### src/sv/eagp_pkg.sv
// Package for the event activity grid peak block.
// Holds shared widths, defaults, register codes, FSM states and the
// configuration, command and status structs. No dependencies.
`default_nettype none

package eagp_pkg;

    // Default geometry of the coarse grid.
    localparam int GRID_COLUMNS_DEF     = 32;
    localparam int GRID_ROWS_USED_DEF   = 14;
    localparam int COLUMN_BIN_SHIFT_DEF = 2;
    localparam int ROW_BIN_SHIFT_DEF    = 3;

    // Fixed field widths.
    localparam int PIXEL_W    = 7;
    localparam int CELL_X_W   = 5;
    localparam int CELL_Y_W   = 4;
    localparam int ACT_W      = 8;
    localparam int CFG_IDX_W  = 3;
    localparam int CFG_DATA_W = 8;
    localparam int BATCH_W    = 5;
    localparam int SHIFT_W    = 3;

    localparam logic [ACT_W-1:0]   ACT_MAX     = 8'hFF;
    localparam logic [BATCH_W-1:0] BATCH_LIMIT = 5'd16;

    // Configuration register indexes.
    localparam logic [CFG_IDX_W-1:0] CFG_BATCH_SIZE     = 3'd0;
    localparam logic [CFG_IDX_W-1:0] CFG_WARM_STEP      = 3'd1;
    localparam logic [CFG_IDX_W-1:0] CFG_DECAY_INTERVAL = 3'd2;
    localparam logic [CFG_IDX_W-1:0] CFG_DECAY_SHIFT    = 3'd3;
    localparam logic [CFG_IDX_W-1:0] CFG_EMIT_THRESHOLD = 3'd4;

    // Reset values of the configuration registers.
    localparam logic [BATCH_W-1:0] BATCH_SIZE_RST     = 5'd4;
    localparam logic [ACT_W-1:0]   WARM_STEP_RST      = 8'd24;
    localparam logic [ACT_W-1:0]   DECAY_INTERVAL_RST = 8'd8;
    localparam logic [SHIFT_W-1:0] DECAY_SHIFT_RST    = 3'd1;
    localparam logic [ACT_W-1:0]   EMIT_THRESHOLD_RST = 8'd64;

    typedef struct packed {
        logic [BATCH_W-1:0] batch_size;
        logic [ACT_W-1:0]   warm_step;
        logic [ACT_W-1:0]   decay_period;
        logic [SHIFT_W-1:0] decay_rshift;
        logic [ACT_W-1:0]   peak_level;
    } t_cfg;

    typedef enum logic [2:0] {
        ST_CLEAR,
        ST_IDLE,
        ST_UPDATE,
        ST_SCAN,
        ST_FLUSH,
        ST_EMIT
    } t_state;

    // Commands from the controller to the datapath.
    typedef struct packed {
        logic clear_wr;   // write zero at the sweep address
        logic gen_step;   // advance the sweep address
        logic ev_load;    // bin the accepted item and read its cell
        logic ev_update;  // write back the warmed cell, advance counters
        logic scan_init;  // reset the running maximum
        logic scan_rd;    // read the cell at the sweep address
        logic out_load;   // load the result register
    } t_cmd;

    // Status from the datapath to the controller.
    typedef struct packed {
        logic gen_last;   // sweep address is at the last cell
        logic batch_end;  // the item being updated closes its batch
        logic out_free;   // result register can take a new result
    } t_sts;

endpackage

`default_nettype wire

### src/sv/eagp_ctrl.sv
// Controller state machine for the event activity grid peak block.
// Sequences clearing, event update, decay and scan pass, and result load.
// Depends on eagp_pkg.
`default_nettype none

module eagp_ctrl
    import eagp_pkg::*;
(
    input  wire logic i_clk,
    input  wire logic i_rst_n,
    input  wire logic i_in_valid,
    output logic      o_in_ready,
    input  wire t_sts i_sts,
    output t_cmd      o_cmd
);

    t_state r_state;
    t_state n_state;

    always_ff @(posedge i_clk) begin
        if (!i_rst_n) begin
            r_state <= ST_CLEAR;
        end else begin
            r_state <= n_state;
        end
    end

    always_comb begin
        n_state = r_state;
        unique case (r_state)
            ST_CLEAR: begin
                if (i_sts.gen_last) n_state = ST_IDLE;
            end
            ST_IDLE: begin
                if (i_in_valid) n_state = ST_UPDATE;
            end
            ST_UPDATE: begin
                n_state = i_sts.batch_end ? ST_SCAN : ST_IDLE;
            end
            ST_SCAN: begin
                if (i_sts.gen_last) n_state = ST_FLUSH;
            end
            ST_FLUSH: begin
                n_state = ST_EMIT;
            end
            ST_EMIT: begin
                if (i_sts.out_free) n_state = ST_IDLE;
            end
            default: begin
                n_state = ST_CLEAR;
            end
        endcase
    end

    always_comb begin
        o_cmd      = '0;
        o_in_ready = 1'b0;
        unique case (r_state)
            ST_CLEAR: begin
                o_cmd.clear_wr = 1'b1;
                o_cmd.gen_step = 1'b1;
            end
            ST_IDLE: begin
                o_in_ready    = 1'b1;
                o_cmd.ev_load = i_in_valid;
            end
            ST_UPDATE: begin
                o_cmd.ev_update = 1'b1;
                o_cmd.scan_init = i_sts.batch_end;
            end
            ST_SCAN: begin
                o_cmd.scan_rd  = 1'b1;
                o_cmd.gen_step = 1'b1;
            end
            ST_FLUSH: begin
            end
            ST_EMIT: begin
                o_cmd.out_load = i_sts.out_free;
            end
            default: begin
            end
        endcase
    end

endmodule

`default_nettype wire

### config.mk
export PLATFORM = sky130hd
export DESIGN_NAME = eagp_ctrl
export DESIGN_NICKNAME = d
export VERILOG_FILES = /design/src/sv/eagp_pkg.sv /design/src/sv/eagp_ctrl.sv
export SDC_FILE = /design/constraint.sdc
export NUM_CORES = 1
export LEC_CHECK = 0
export BUFFER_PORTS_ARGS = -buffer_cell sky130_fd_sc_hd__buf_2
export CAP_MARGIN = 20
export CORE_AREA = 2 2 39 41
export DETAILED_ROUTE_END_ITERATION = 8
export DIE_AREA = 0 0 41 43
export HOLD_SLACK_MARGIN = 0.05
export PLACE_DENSITY = 0.36
export SYNTH_ARGS = -nofsm -noshare
export SYNTH_HDL_FRONTEND = slang
export SYNTH_SLANG_ARGS = --single-unit
### constraint.sdc
create_clock -name i_clk -period 1.49 [get_ports i_clk]
set_clock_uncertainty 0.05 [all_clocks]
set_input_delay 0.298 -clock i_clk [delete_from_list [all_inputs] [get_ports i_clk]]
set_output_delay 0.298 -clock i_clk [all_outputs]
set_load 0.01 [all_outputs]
After elaboration in Yosys (flattened, before gate mapping)
Cells that the tools add are included.
- eq/ne operators: 9
- mux-type cells: 13
- reduce and logical (&&, ||, !) cells: 3
- operator list (operator ; count):
    one-hot mux 3 bit (6 select lines) ; 1
    2-to-1 mux 3 bit ; 4
    != test 2 bit, second input constant ; 4
    == test 3 x 2 -> 1 bit, second input constant ; 2
    == test 3 bit, second input constant ; 2
    2-to-1 mux 1 bit ; 6
    2-to-1 mux 2 bit ; 2
    AND reduction 4 bit ; 1
    == test 3 x 1 -> 1 bit, second input constant ; 1
    zero test 3 bit ; 1
    OR reduction 2 bit ; 1
- bits in registers: 3
- input port bits: 6
- output and inout port bits: 8
- word-level logic and storage cells: 26

Longest topological paths before layout
- depth in word-level cells: 3
- depth in mapped cells: 4
- gate-level depth less buffers: 3

Least setup slack after synthesis
No wires, ideal clock.
- path type: register to output
- from: register r_state[2]
- to: output port o_cmd[5] (netlist bit)
- arrival time: 0.956 ns
- required time: 1.142 ns
- path slack: 0.186 ns
- stages on the path, launching flop included: 4
- path buffers: 1
- cell sequence: dfxtp_1 -> buf_4 -> nor3_1 -> or2_1
- RTL lines (item ; RTL line ; RTL):
    start, declared ; eagp_ctrl.sv:17 ; t_state r_state;
    start signal, assigned ; eagp_ctrl.sv:24 ; r_state <= n_state;
    end, declared ; eagp_ctrl.sv:14 ; output t_cmd o_cmd

==> metrics.md <==
| Metric | Value |
|---|---|
| Combinational power share | `0.291` |
| Seq. cell area | `about 69 um2` |
| GR Util met3 | `0.0471` |
| Pwr Total | `0.346 mW` |
| Area growth, synth to finish | `61.1%` |
| Chip width | `between 40 and 50 um` |
| Hold Crit Class | `primary input to flip-flop` |
| Post-CTS Hold Fix Bufs | `0` |
| Area occupied by multi-input gates | `130 um2` |
| Commonest cells post-synth | `a21oi_1, inv_1, nor3_1` |
| Crit path kind | `flip-flop to output port` |
| Max reg flops | `3` |
| Ports | `14` |
| Final period util | `0.986` |
| Clock sink count | `3` |
| Power Density | `953 nW/um2` |
| Via count | `274` |
| Initial Util | `0.163` |
| Total grt overflow | `0` |
| Most flops, register | `r_state` |
| NumNets Final | `56` |
| Clock buffer depth | `2` |
| Status | `finished, final reports clean` |
| Vias in the first global route | `239` |
| Final Cell Area | `~360 um2` |
| Share of Yosys cell area claimed by the top area cell type | `0.267` |
| Syn. warnings | `0` |
| Netlist cell types | `17` |
| Post-layout min period | `1.47 ns` |
| GR Util met2 | `0.113` |
| Async set or reset register ratio after synthesis | `0` |
| Port bufs | `13` |
| 1st-iter DRT viols | `4` |
| Final hold violations | `0` |
| Prevailing post-synth register cell | `dfxtp_1` |
| Switching portion of total power | `0.310` |
| Top Usage Layer GRT | `met2` |
| Final antenna-violating net count | `0` |
| Core box area | `~1400 um2` |
| Critical Path End Type | `output port` |
| Gpl congestion | `0.682` |
| Routed wire length | `629 um` |
| Fill cell count | `167` |
| Crit-path max cell delay | `~0.36 ns` |
| RSZ-0062 raised after global routing | `yes` |
| Routed vias/inst | `4.22` |
| CP delay by family, top | `simple AND/OR/NAND/NOR gates` |
| Synthesized area | `225 um2` |
| First-pass GRT wire length | `924 um` |
| Leakage | `0.182 nW` |
| GRT Total Usage | `0.0802` |
| CP arrival | `1.12 ns` |
| DRC | `0` |
| DR pass1 iterations | `2` |
| Post-synth EDFFs | `0` |
| Cell Int Power | `0.238 mW` |
| TritonCTS buffer count | `3` |
| Met1 usage | `0.0929` |
| Pin count of the biggest net entering global routing | `11` |
| Critical path's slowest cell | `dfxtp_4` |
| Synthesized Nets | `36` |
| N_diodes | `0` |
| Maxcap violations | `0` |
| Reg clk slew, reported paths | `0.04 ns` |
| Clk Latency, worst-skew pair | `between 0.2 and 0.25 ns` |
| Post-synthesis sequential area ratio | `0.267` |
| Post-DP HPWL | `roughly 470 um` |
| Critical path required time | `1.14 ns` |
| Syn_area_per_cell | `around 7.5 um2` |
| Setup TNS | `0 ns` |
| Synth Instances | `30` |
| Sequential Power Share | `0.288` |
| Initial antenna violation count | `0` |
| Clock network fraction of total power | `0.421` |
| CP Launch Type | `flip-flop` |
| WL/cell | `9.68 um` |
| Top cells by area, synth | `dfxtp_1, a21oi_1, nor3_1, buf_4, inv_1` |
| Final slew viol count | `0` |
| Endpoints failing setup | `0` |
| Root buffer cell | `clkbuf_4` |
| Rel. slew slack | `0.852` |
| Layout cell share with drive strength beyond 1 | `0.531` |
| Site Rows | `14` |
| Synth area leader | `dfxtp_1` |
| Worst Path Max Fanout | `8` |
| CTS tree | `done` |
| #FFs+latches synth | `3` |
| DIE AREA | `1760 um2` |
| H-tree level count | `1` |
| CP bufs+invs | `1` |
| Registers with the most flip-flops | `r_state (3)` |
| CP Cell Sequence | `and3b_1 > or2_1 > buf_2` |
| Worst Max-Slew Pin Slew | `roughly 0.22 ns` |
| Placed inst area | `299 um2` |
| Worst vdd ir | `477 uV` |
| Sw Pwr | `0.107 mW` |
| DIE HEIGHT | `between 40 and 50 um` |
| F_max | `681 MHz` |
[kinds of logic after synthesis]
| family | share of synthesized area |
|---|---|
| simple gates | 0.328 |
| compound gates | 0.222 |
| buf+inv | 0.183 |
| flops | 0.267 |
[power by group through the flow]
stage	sequential (mW)	combinational, mW	clock (mW)
floorplan	0.0906	0.0713	0
global placement	0.102	0.0918	0
detailed placement	0.101	0.0902	0
CTS	0.101	0.0939	0.153
global route	0.101	0.109	0.163
finish	0.0996	0.101	0.145
[cells in the final DEF (no fill, tap or decap)]
master,count
a32oi_1,1
nor3_1,4
nor3b_1,1
a211oi_2,1
and2b_1,1
clkbuf_1,1
or2_1,1
dfxtp_4,2
clkbuf_4,3
inv_1,4
nand2_1,2
nor4_2,1
nor2_1,1
dfxtp_2,1
and3b_1,1
buf_2,13
a21oi_1,4
o32ai_1,1
buf_4,5
nand2b_1,1
[worst register-to-register path: stages (launching register included)]
cell	delay, ns
dfxtp_4	0.36
buf_4	0.14
and2b_1	0.16
a21oi_1	0.16
a211oi_2	0.09
[path summary, 6_finish.rpt]
check                                             start                 endpoint  slack (ns)  cells past startpoint
worst max-delay path            r_state[1]$_SDFFE_PN0P_                 o_cmd[5]        0.02                      3
worst min-delay path                            i_rst_n  r_state[2]$_SDFFE_PN0P_        0.27                      3
worst max register to register  r_state[1]$_SDFFE_PN0P_  r_state[1]$_SDFFE_PN0P_        0.41                      4
worst min register to register  r_state[1]$_SDFFE_PN0P_  r_state[0]$_SDFFE_PN0P_        0.45                      1
[cell type report]
type	instances	area share
clock buffer	4	0.0724
multi-input combinational	20	0.359
sequential	3	0.190
tap	16	0.0552
inverter	4	0.0414
timing repair buffer	18	0.283
[metal layers]
| metal | vias up | share of wire |
|---|---|---|
| li1 | 141 | - |
| met1 | 122 | 0.45 |
| met2 | 11 | 0.46 |
| met3 | 0 | 0.081 |
| met4 | 0 | 0 |
| met5 | - | 0 |
[timing repair]
| item | CTS | global route |
|---|---|---|
| pin swaps | 0 | 2 |
| gates resized for setup | 4 | 2 |
| endpoints found under the setup margin | 3 | 2 |
| setup buffers | 2 | 1 |
[stage by stage]
| stage | cells | hold WS, ns | worst slack, ns | utilization |
|---|---|---|---|---|
| after global placement | 58 | 0.513 | 0.182 | 0.216 |
| final | 65 | 0.271 | 0.0211 | 0.262 |
| after CTS | 64 | 0.271 | 0.00141 | 0.250 |
| after detailed placement | 58 | 0.525 | 0.189 | 0.216 |
| after global routing | 65 | 0.283 | -0.0124 | 0.262 |
| after floorplan | 30 | 0.384 | 0.186 | - |
Power figures use the tool's default switching activity.
