--- src/sv/eagp_pkg.sv ---
// Package for the event activity grid peak block.
// Holds shared widths, defaults, register codes, FSM states and the
// configuration, command and status structs. No dependencies.
`default_nettype none

package eagp_pkg;

    // Default geometry of the coarse grid.
    localparam int GRID_COLUMNS_DEF     = 32;
    localparam int GRID_ROWS_USED_DEF   = 14;
    localparam int COLUMN_BIN_SHIFT_DEF = 2;
    localparam int ROW_BIN_SHIFT_DEF    = 3;

    // Fixed field widths.
    localparam int PIXEL_W    = 7;
    localparam int CELL_X_W   = 5;
    localparam int CELL_Y_W   = 4;
    localparam int ACT_W      = 8;
    localparam int CFG_IDX_W  = 3;
    localparam int CFG_DATA_W = 8;
    localparam int BATCH_W    = 5;
    localparam int SHIFT_W    = 3;

    localparam logic [ACT_W-1:0]   ACT_MAX     = 8'hFF;
    localparam logic [BATCH_W-1:0] BATCH_LIMIT = 5'd16;

    // Configuration register indexes.
    localparam logic [CFG_IDX_W-1:0] CFG_BATCH_SIZE     = 3'd0;
    localparam logic [CFG_IDX_W-1:0] CFG_WARM_STEP      = 3'd1;
    localparam logic [CFG_IDX_W-1:0] CFG_DECAY_INTERVAL = 3'd2;
    localparam logic [CFG_IDX_W-1:0] CFG_DECAY_SHIFT    = 3'd3;
    localparam logic [CFG_IDX_W-1:0] CFG_EMIT_THRESHOLD = 3'd4;

    // Reset values of the configuration registers.
    localparam logic [BATCH_W-1:0] BATCH_SIZE_RST     = 5'd4;
    localparam logic [ACT_W-1:0]   WARM_STEP_RST      = 8'd24;
    localparam logic [ACT_W-1:0]   DECAY_INTERVAL_RST = 8'd8;
    localparam logic [SHIFT_W-1:0] DECAY_SHIFT_RST    = 3'd1;
    localparam logic [ACT_W-1:0]   EMIT_THRESHOLD_RST = 8'd64;

    typedef struct packed {
        logic [BATCH_W-1:0] batch_size;
        logic [ACT_W-1:0]   warm_step;
        logic [ACT_W-1:0]   decay_period;
        logic [SHIFT_W-1:0] decay_rshift;
        logic [ACT_W-1:0]   peak_level;
    } t_cfg;

    typedef enum logic [2:0] {
        ST_CLEAR,
        ST_IDLE,
        ST_UPDATE,
        ST_SCAN,
        ST_FLUSH,
        ST_EMIT
    } t_state;

    // Commands from the controller to the datapath.
    typedef struct packed {
        logic clear_wr;   // write zero at the sweep address
        logic gen_step;   // advance the sweep address
        logic ev_load;    // bin the accepted item and read its cell
        logic ev_update;  // write back the warmed cell, advance counters
        logic scan_init;  // reset the running maximum
        logic scan_rd;    // read the cell at the sweep address
        logic out_load;   // load the result register
    } t_cmd;

    // Status from the datapath to the controller.
    typedef struct packed {
        logic gen_last;   // sweep address is at the last cell
        logic batch_end;  // the item being updated closes its batch
        logic out_free;   // result register can take a new result
    } t_sts;

endpackage

`default_nettype wire

--- src/sv/eagp_cfg.sv ---
// Configuration register file for the event activity grid peak block.
// Depends on eagp_pkg.
`default_nettype none

module eagp_cfg
    import eagp_pkg::*;
(
    input  wire logic                  i_clk,
    input  wire logic                  i_rst_n,
    input  wire logic                  i_cfg_valid,
    input  wire logic [CFG_IDX_W-1:0]  i_cfg_index,
    input  wire logic [CFG_DATA_W-1:0] i_cfg_data,
    output t_cfg                       o_cfg
);

    t_cfg r_cfg;

    always_ff @(posedge i_clk) begin
        if (!i_rst_n) begin
            r_cfg.batch_size   <= BATCH_SIZE_RST;
            r_cfg.warm_step    <= WARM_STEP_RST;
            r_cfg.decay_period <= DECAY_INTERVAL_RST;
            r_cfg.decay_rshift <= DECAY_SHIFT_RST;
            r_cfg.peak_level   <= EMIT_THRESHOLD_RST;
        end else if (i_cfg_valid) begin
            unique case (i_cfg_index)
                CFG_BATCH_SIZE:     r_cfg.batch_size   <= i_cfg_data[BATCH_W-1:0];
                CFG_WARM_STEP:      r_cfg.warm_step    <= i_cfg_data[ACT_W-1:0];
                CFG_DECAY_INTERVAL: r_cfg.decay_period <= i_cfg_data[ACT_W-1:0];
                CFG_DECAY_SHIFT:    r_cfg.decay_rshift <= i_cfg_data[SHIFT_W-1:0];
                CFG_EMIT_THRESHOLD: r_cfg.peak_level   <= i_cfg_data[ACT_W-1:0];
                default: begin
                end
            endcase
        end
    end

    assign o_cfg = r_cfg;

endmodule

`default_nettype wire

--- config.mk ---
export PLATFORM = sky130hd
export DESIGN_NAME = eagp_cfg
export DESIGN_NICKNAME = d
export VERILOG_FILES = /design/src/sv/eagp_pkg.sv /design/src/sv/eagp_cfg.sv
export SDC_FILE = /design/constraint.sdc
export NUM_CORES = 1
export LEC_CHECK = 0
export ABC_AREA = 1
export BUFFER_PORTS_ARGS = -buffer_cell sky130_fd_sc_hd__buf_2
export CORE_UTILIZATION = 35
export CTS_CLUSTER_SIZE = 25
export DETAILED_ROUTE_END_ITERATION = 10
export GPL_ROUTABILITY_DRIVEN = 0
export PLACE_DENSITY = 0.58
export SETUP_SLACK_MARGIN = 0.05
export SLEW_MARGIN = 20
export SYNTH_ARGS = -nofsm -noshare
export SYNTH_HDL_FRONTEND = slang
export SYNTH_SLANG_ARGS = --single-unit
--- constraint.sdc ---
create_clock -name i_clk -period 2.85 [get_ports i_clk]
set_clock_uncertainty 0.05 [all_clocks]
set_input_delay 0.57 -clock i_clk [delete_from_list [all_inputs] [get_ports i_clk]]
set_output_delay 0.57 -clock i_clk [all_outputs]
set_load 0.005 [all_outputs]
* After elaboration in Yosys (flattened, before gate mapping)
Cells that the tools add are included.
Cells by class: reductions and logical operators 6, equal/unequal tests 4
Operators with widths (count):
- 2-bit AND reduction | 5
- 3-bit by 2-bit equality test with 1-bit output (second input constant) | 2
- 3-bit by 1-bit equality test with 1-bit output (second input constant) | 1
- 3-bit equality test (second input constant) | 1
- 3-bit logical NOT | 1
Word-level totals: input bits 14, output and inout port bits 32, logic and storage cells 15, register bits after elaboration 32

* Logic depth before layout (Yosys ltp)
Gate-level depths: netlist (run 1).
depth after elaboration 2, gate-level depth with buffers 6

* Least setup slack after synthesis (run 1)
OpenSTA, ideal clock, no wires.
path kind input -> register, start input i_cfg_valid, end register r_cfg (netlist bit o_cfg[14]), data required time 2678 ps, path buffers 1, setup slack 1550 ps, cell stages on the path 6, library setup time 122 ps, arrival 1128 ps, path through inv_1 -> nor2_1 -> buf_6 -> nand2_1 -> nand2_1 -> nand3_1
Between the ends: longest elaborated chain between the ends 1
Ends and longest elaborated chain:
- start: declaration | line eagp_cfg.sv:10 | input wire logic i_cfg_valid,
- 2-bit AND reduction (no source line)
- end: declaration | line eagp_cfg.sv:16 | t_cfg r_cfg;
Every way passes these cells. A chain may end at the register's enable or synchronous reset.

* Final worst setup path (run 1)
start input i_cfg_index[0], end register r_cfg (netlist bit o_cfg[5])
Between the ends: longest elaborated chain between the ends 2
Ends and longest elaborated chain:
- start: declaration | line eagp_cfg.sv:11 | input wire logic [CFG_IDX_W-1:0] i_cfg_index,
- 3-bit equality test | line eagp_cfg.sv:26 | unique case (i_cfg_index)
- 2-bit AND reduction (no source line)
Every way passes these cells.

==> key figures, run 1 <==
Pwr
  • Pint: 0.694 mW
  • VDD IR max: 0.307 mV
  • Switching part of the total: 25.2%
  • Psw: 0.233 mW
  • Pwr Density: 549 nW/um^2
  • Seq pwr share: 50.7%
  • Clock share of power: 38.0%
  • Leakage power total: 0.847 nW
  • Comb pwr share: 11.3%

Layout
  • Commonest cells after routing, fill and taps aside: 55 x nor2_1, 45 x buf_2, 44 x nand2_1
  • Multi-input gate area: 611 sq um
  • ANT cells: 0
  • Final #Nets: 253
  • Fill count: 424
  • Layout cells sized above 1: 26.3%
  • Largest register FFs: 32
  • Most common cell after layout, fill and taps aside: nor2_1
  • Final core utilization: 45.8%
  • Register area: 641 sq um
  • Layout area overhead: 24.8%

Detailed routing
  • DRT Wirelength: 3120 um
  • Antenna viol nets, final: 0
  • DRT Pass-1 Iters: 4
  • Routed length per instance: 10.8 um
  • Residual DRC: 0
  • Via/cell ratio: 4.40
  • DRT iter0 DRCs: 42
  • Via Count: 1268

Clock network
  • CTS tree: built
  • CTS Root Cell: clkbuf_8
  • H-tree levels: 2
  • Clock tree buffer depth: 2
  • CTS buffer count: 5
  • # Post-CTS Setup Buffers: 0
  • Cts repair resizes: 0
  • Clk_lat worst skew: 0.27 ns
  • Hold Buf Count CTS: 0
  • Clk slew on worst S/H paths: 0.07 ns
  • CTS Sinks: 32

Setup path
  • CP endpoint kind: flip-flop
  • Slowest Stage Delay on Critical Path: 0.55 ns
  • WP data required: 2.97 ns
  • Crit path arrival time: 1.56 ns
  • Crit-path cells: buf_2, nor2_1, nand3_1, nand2_1, nor2_1
  • CP Class: input pin to flip-flop
  • FF-to-FF setup slack: 2.20 ns
  • Most frequent CP cell: nor2_1
  • CP max stage cell: nor2_1
  • CP max FO: 12
  • Worst setup SP type: input pin

GRT
  • Vias in the first global route: 1154
  • Initial antenna violation count: 0
  • First-pass GRT wire length: 5210 um
  • Met2 Use GR: 24.7%
  • Total track usage: 16.7%
  • Met3 Track Usage GR: 5.36%
  • GRT Max-Usage Layer: met2
  • Largest net degree at the start of global routing: 33
  • Routing usage on met1: 22.7%
  • Overflow after GRT: 0

Timing
  • Period Utilization, post-route: 50.4%
  • Worst-margin pin slew: 0.682 ns
  • RSZ-0062 raised after global routing: no
  • Final slew viol count: 0
  • Final Hold Fails: 0
  • Setup Viol. Count Final: 0
  • Minimum clock period: 1.44 ns
  • TNS Setup: 0 ns
  • Max transition margin: 54.4%
  • Fmax: 0.696 GHz

Run status
  • Status: finished, final reports clean

Synth
  • Mapped Avg Cell Area: 7.05 sq um
  • Syn Inst Count: 192
  • Top cells by area, synth: dfxtp_1 47%, nor2_1 15%, nand2_1 12%, nand3_1 12%, nor2_4 4.2%
  • Top cell type's share of synthesized area: 47.3%
  • Syn_nets: 206
  • Post-Syn Area: 1350 sq um
  • Sequential share of the synthesized area: 47.3%
  • Biggest area consumer among synthesized cells: dfxtp_1
  • Yosys reg bits: 32
  • Library cells used by synthesis: 13
  • Syn. warnings: 0

Floorplan
  • Die Width: 64.2 um
  • IO Pins: 46
  • Die H: 64.2 um
  • Core ar.: 3690 sq um
  • Die area: 4120 sq um
  • Initial core utilization: 36.7%
  • Site Rows: 22

Placed design
  • PortBufs: 45
  • Hpwl dp: 2260 um

Job
  • Max_cap viols: 0

Worst hold path
  • Hold Crit Class: flip-flop to flip-flop
==> synthesized netlist by cell type <==
cell,instances
nand2_1,44
buf_6,2
dfxtp_1,32
nor2_1,55
nor2_2,1
nor2_4,5
buf_4,3
nand2_2,1
inv_1,12
o21ai_0,2
inv_2,2
nand3_1,32
buf_2,1
==> critical path, delay by kind of cell <==
family | cells | cell delay, ns
and+or+nand+nor | 4 | 0.85
buffers and inverters | 1 | 0.14
==> logic make-up after synthesis <==
logic type | Yosys count | synth area share (%)
buffers and inverters | 20 | 7.58
AND/OR/NAND/NOR | 138 | 44.4
flip-flops | 32 | 47.3
AO/OA/AOI/OAI | 2 | 0.739
==> power by group through the flow <==
stage               clock network (mW)  logic, mW  registers, mW
detailed placement                   0      0.105          0.480
global placement                     0      0.105          0.480
finish                           0.352      0.105          0.470
global route                     0.392      0.118          0.472
floorplan                            0     0.0661          0.482
CTS                              0.365      0.106          0.470
==> cell type report <==
cell class | count | share of cell area [%]
Clock buffer | 6 | 4.89
Clock inverter | 2 | 0.593
Inverter | 14 | 3.11
Multi-Input combinational cell | 140 | 36.1
Sequential cell | 32 | 37.9
Tap cell | 48 | 3.56
Timing Repair Buffer | 46 | 13.8
==> layer usage <==
layer / wire length, um / vias to the layer above / share of wire, %
li1: - / 683 / -
met1: 1560 / 540 / 50
met2: 1240 / 40 / 40
met3: 279 / 5 / 8.9
met4: 40 / 0 / 1.3
met5: 0 / - / 0
==> stage by stage <==
| step | hold slack [ns] | setup WS, ns | power (mW) | area [sq um] | instances |
|---|---|---|---|---|---|
| 3_3_place_gp | 0.402 | 1.13 | 0.585 | 1600 | 280 |
| 6_report | 0.421 | 1.41 | 0.927 | 1690 | 288 |
| 5_1_grt | 0.443 | 1.27 | 0.982 | 1690 | 288 |
| 2_1_floorplan | 0.414 | 1.55 | 0.548 | 1350 | 192 |
| 4_1_cts | 0.426 | 1.41 | 0.941 | 1690 | 288 |
| 3_5_place_dp | 0.408 | 1.12 | 0.586 | 1600 | 280 |
==> final timing paths <==
path,startpoint,endpoint,cells past startpoint
setup / recovery,i_cfg_index[0],o_cfg[5],5
hold / removal,o_cfg[14],o_cfg[14],2
setup reg to reg,o_cfg[6],o_cfg[6],2
hold reg to reg,o_cfg[14],o_cfg[14],2
Note: power is estimated with default switching activity, not from simulation.
==> run 2: changes to the inputs <==
clock period = 1.4 ns   (was 2.85 ns; I/O delays follow)
==> run 2 against run 1 <==
Against the previous run:
- register-to-register slack worse by 1.5 ns
- design area grew 1.9%
- final cell count increased by 0.35%
- sequential power increased by 100%
- highest routed layer unchanged
- count of clock-buffer cells in the layout is 1 higher
==> key figures, run 2 (synthesized netlist as in run 1, its figures left out) <==
Detailed routing
  • Antenna viol nets, final: 0 (unchanged)
  • DRT iter0 DRCs: 36 (-14%)
  • Residual DRC: 0 (unchanged)
  • DRT Wirelength: 3190 um (+2.1%)
  • Via/cell ratio: 4.51 (+2.5%)
  • Via Count: 1304 (+2.8%)
  • Routed length per instance: 11.0 um (+1.8%)
  • DRT Pass-1 Iters: 4 (unchanged)

Timing
  • TNS Setup: 0 ns (unchanged)
  • Period Utilization, post-route: 76.8%
  • Setup Viol. Count Final: 0 (unchanged)
  • RSZ-0062 raised after global routing: no
  • Worst-margin pin slew: 0.286 ns (-0.396 ns)
  • Fmax: 0.930 GHz
  • Final slew viol count: 0 (unchanged)
  • Final Hold Fails: 0 (unchanged)
  • Minimum clock period: 1.08 ns
  • Max transition margin: 80.9% (+27 points)

Setup path
  • Cell family with most CP delay: flip-flops
  • Critical Path Stages: 1 (-4)
  • CP max FO: 2 (-10)
  • FF-to-FF setup slack: 0.73 ns (-1.47 ns)
  • CP endpoint kind: output pin
  • Crit path arrival time: 0.75 ns (-0.81 ns)
  • CP max stage cell: dfxtp_1
  • Slowest Stage Delay on Critical Path: 0.35 ns (-0.20 ns)
  • WP data required: 1.07 ns (-1.90 ns)
  • R2r endpoint: o_cfg[8]
  • WP buf/inv: 1 (unchanged)
  • Worst setup SP type: flip-flop
  • CP Class: flip-flop to output pin
  • Worst setup path endpoint: o_cfg[8]
  • Critical Path Source: o_cfg[8]
  • Crit-path cells: buf_2
  • R2R depth: 2 (unchanged)
  • R2R Path Start: o_cfg[8]

Layout
  • Fill count: 413 (-2.6%)
  • Layout cells sized above 1: 26.6% (+0.31 points)
  • Final #Nets: 255 (+0.79%)
  • Multi-input gate area: 611 sq um (unchanged)
  • Most common cell after layout, fill and taps aside: nor2_1
  • Layout area overhead: 27.1%
  • Commonest cells after routing, fill and taps aside: 55 x nor2_1, 45 x buf_2, 44 x nand2_1
  • Final core utilization: 46.6% (+0.85 points)
  • ANT cells: 0 (unchanged)
  • Register area: 641 sq um (unchanged)
  • Largest register FFs: 32 (unchanged)
  • Design Area, Final: 1720 sq um (+1.9%)

Clock network
  • Clk slew on worst S/H paths: 0.06 ns (about the same)
  • Clk_lat worst skew: 0.28 ns (about the same)
  • Cts repair resizes: 0 (unchanged)
  • CTS tree: built
  • CTS Sinks: 32 (unchanged)
  • CTS Root Cell: clkbuf_8
  • CTS buffer count: 5 (unchanged)
  • H-tree levels: 2 (unchanged)
  • # Post-CTS Setup Buffers: 0 (unchanged)
  • Hold Buf Count CTS: 0 (unchanged)
  • Clock tree buffer depth: 2 (unchanged)

Pwr
  • Seq pwr share: 49.5% (-1.2 points)
  • Clock share of power: 38.9% (+0.9 points)
  • Switching part of the total: 24.1% (-1.0 points)
  • Pwr Density: 1120 nW/um^2 (+100%)
  • Psw: 0.466 mW (+100%)
  • Total power: 1.93 mW (+110%)
  • Pint: 1.47 mW (+110%)
  • Comb pwr share: 11.5% (+0.2 points)
  • VDD IR max: 0.775 mV (+150%)
  • Leakage power total: 0.860 nW (+1.6%)

Placed design
  • Hpwl dp: 2270 um (+0.15%)
  • Area after DPL: 1620 sq um (+1.7%)
  • PortBufs: 45 (unchanged)

GRT
  • Initial antenna violation count: 0 (unchanged)
  • Largest net degree at the start of global routing: 33 (unchanged)
  • Overflow after GRT: 0 (unchanged)
  • Total track usage: 16.8% (+0.069 points)
  • First-pass GRT wire length: 5060 um (-2.9%)
  • Vias in the first global route: 1127 (-2.3%)

Worst hold path
  • Hold Crit Class: input pin to flip-flop

Floorplan
  • Core ar.: 3690 sq um (unchanged)
  • Die H: 64.2 um (unchanged)
  • Die area: 4120 sq um (unchanged)
  • IO Pins: 46 (unchanged)
  • Site Rows: 22 (unchanged)
  • Initial core utilization: 36.7% (unchanged)
  • Die Width: 64.2 um (unchanged)

Job
  • Max_cap viols: 0 (unchanged)

Run status
  • Status: finished, final reports clean
## run 2: changes by cell type in the layout (fill, tap and decap cells not counted), sizes merged
cell | previous run | this run
clkbuf | 6 | 7
clkinv | 2 | 0
buf | 46 | 48
## run 2: per-layer routing
| layer | track usage [%] | share of wire (%) | routed length, um |
|---|---|---|---|
| met3 | 5.36 | 7.9 | 253 |
| met5 | 0 | 0 | 0 |
| met1 | 22.0 | 48 | 1530 |
| met2 | 24.2 | 41 | 1310 |
| met4 | 9.17 | 2.9 | 91 |
## run 2: power groups by stage
stage	clock, mW	sequential, mW	combinational (mW)
6_report	0.752	0.957	0.223
5_1_grt	0.829	0.961	0.252
4_1_cts	0.776	0.958	0.225
3_5_place_dp	0	0.978	0.224
3_3_place_gp	0	0.978	0.224
2_1_floorplan	0	0.981	0.135
## run 2: cell type report
class,count,area share [%]
tap,48,3.49
timing repair buffer,48,15.1
multi-input combinational,140,35.5
sequential,32,37.2
clock buffer,7,5.60
inverter,14,3.05
## run 2: worst min path at each step
stage,start,to,cells past startpoint
5_1_grt,i_cfg_data[4],o_cfg[23],3
2_1_floorplan,i_cfg_data[3],o_cfg[14],2
4_1_cts,i_cfg_data[4],o_cfg[23],3
3_5_place_dp,o_cfg[29],o_cfg[29],2
3_3_place_gp,o_cfg[23],o_cfg[23],2
6_report,i_cfg_data[4],o_cfg[23],3
## run 2: stage by stage
stage | instances | hold WS [ns] | worst slack (ns)
5_1_grt | 289 | 0.188 | 0.272
3_3_place_gp | 282 | 0.403 | 0.254
2_1_floorplan | 192 | 0.343 | 0.390
6_report | 289 | 0.164 | 0.325
4_1_cts | 289 | 0.164 | 0.299
3_5_place_dp | 282 | 0.416 | 0.217
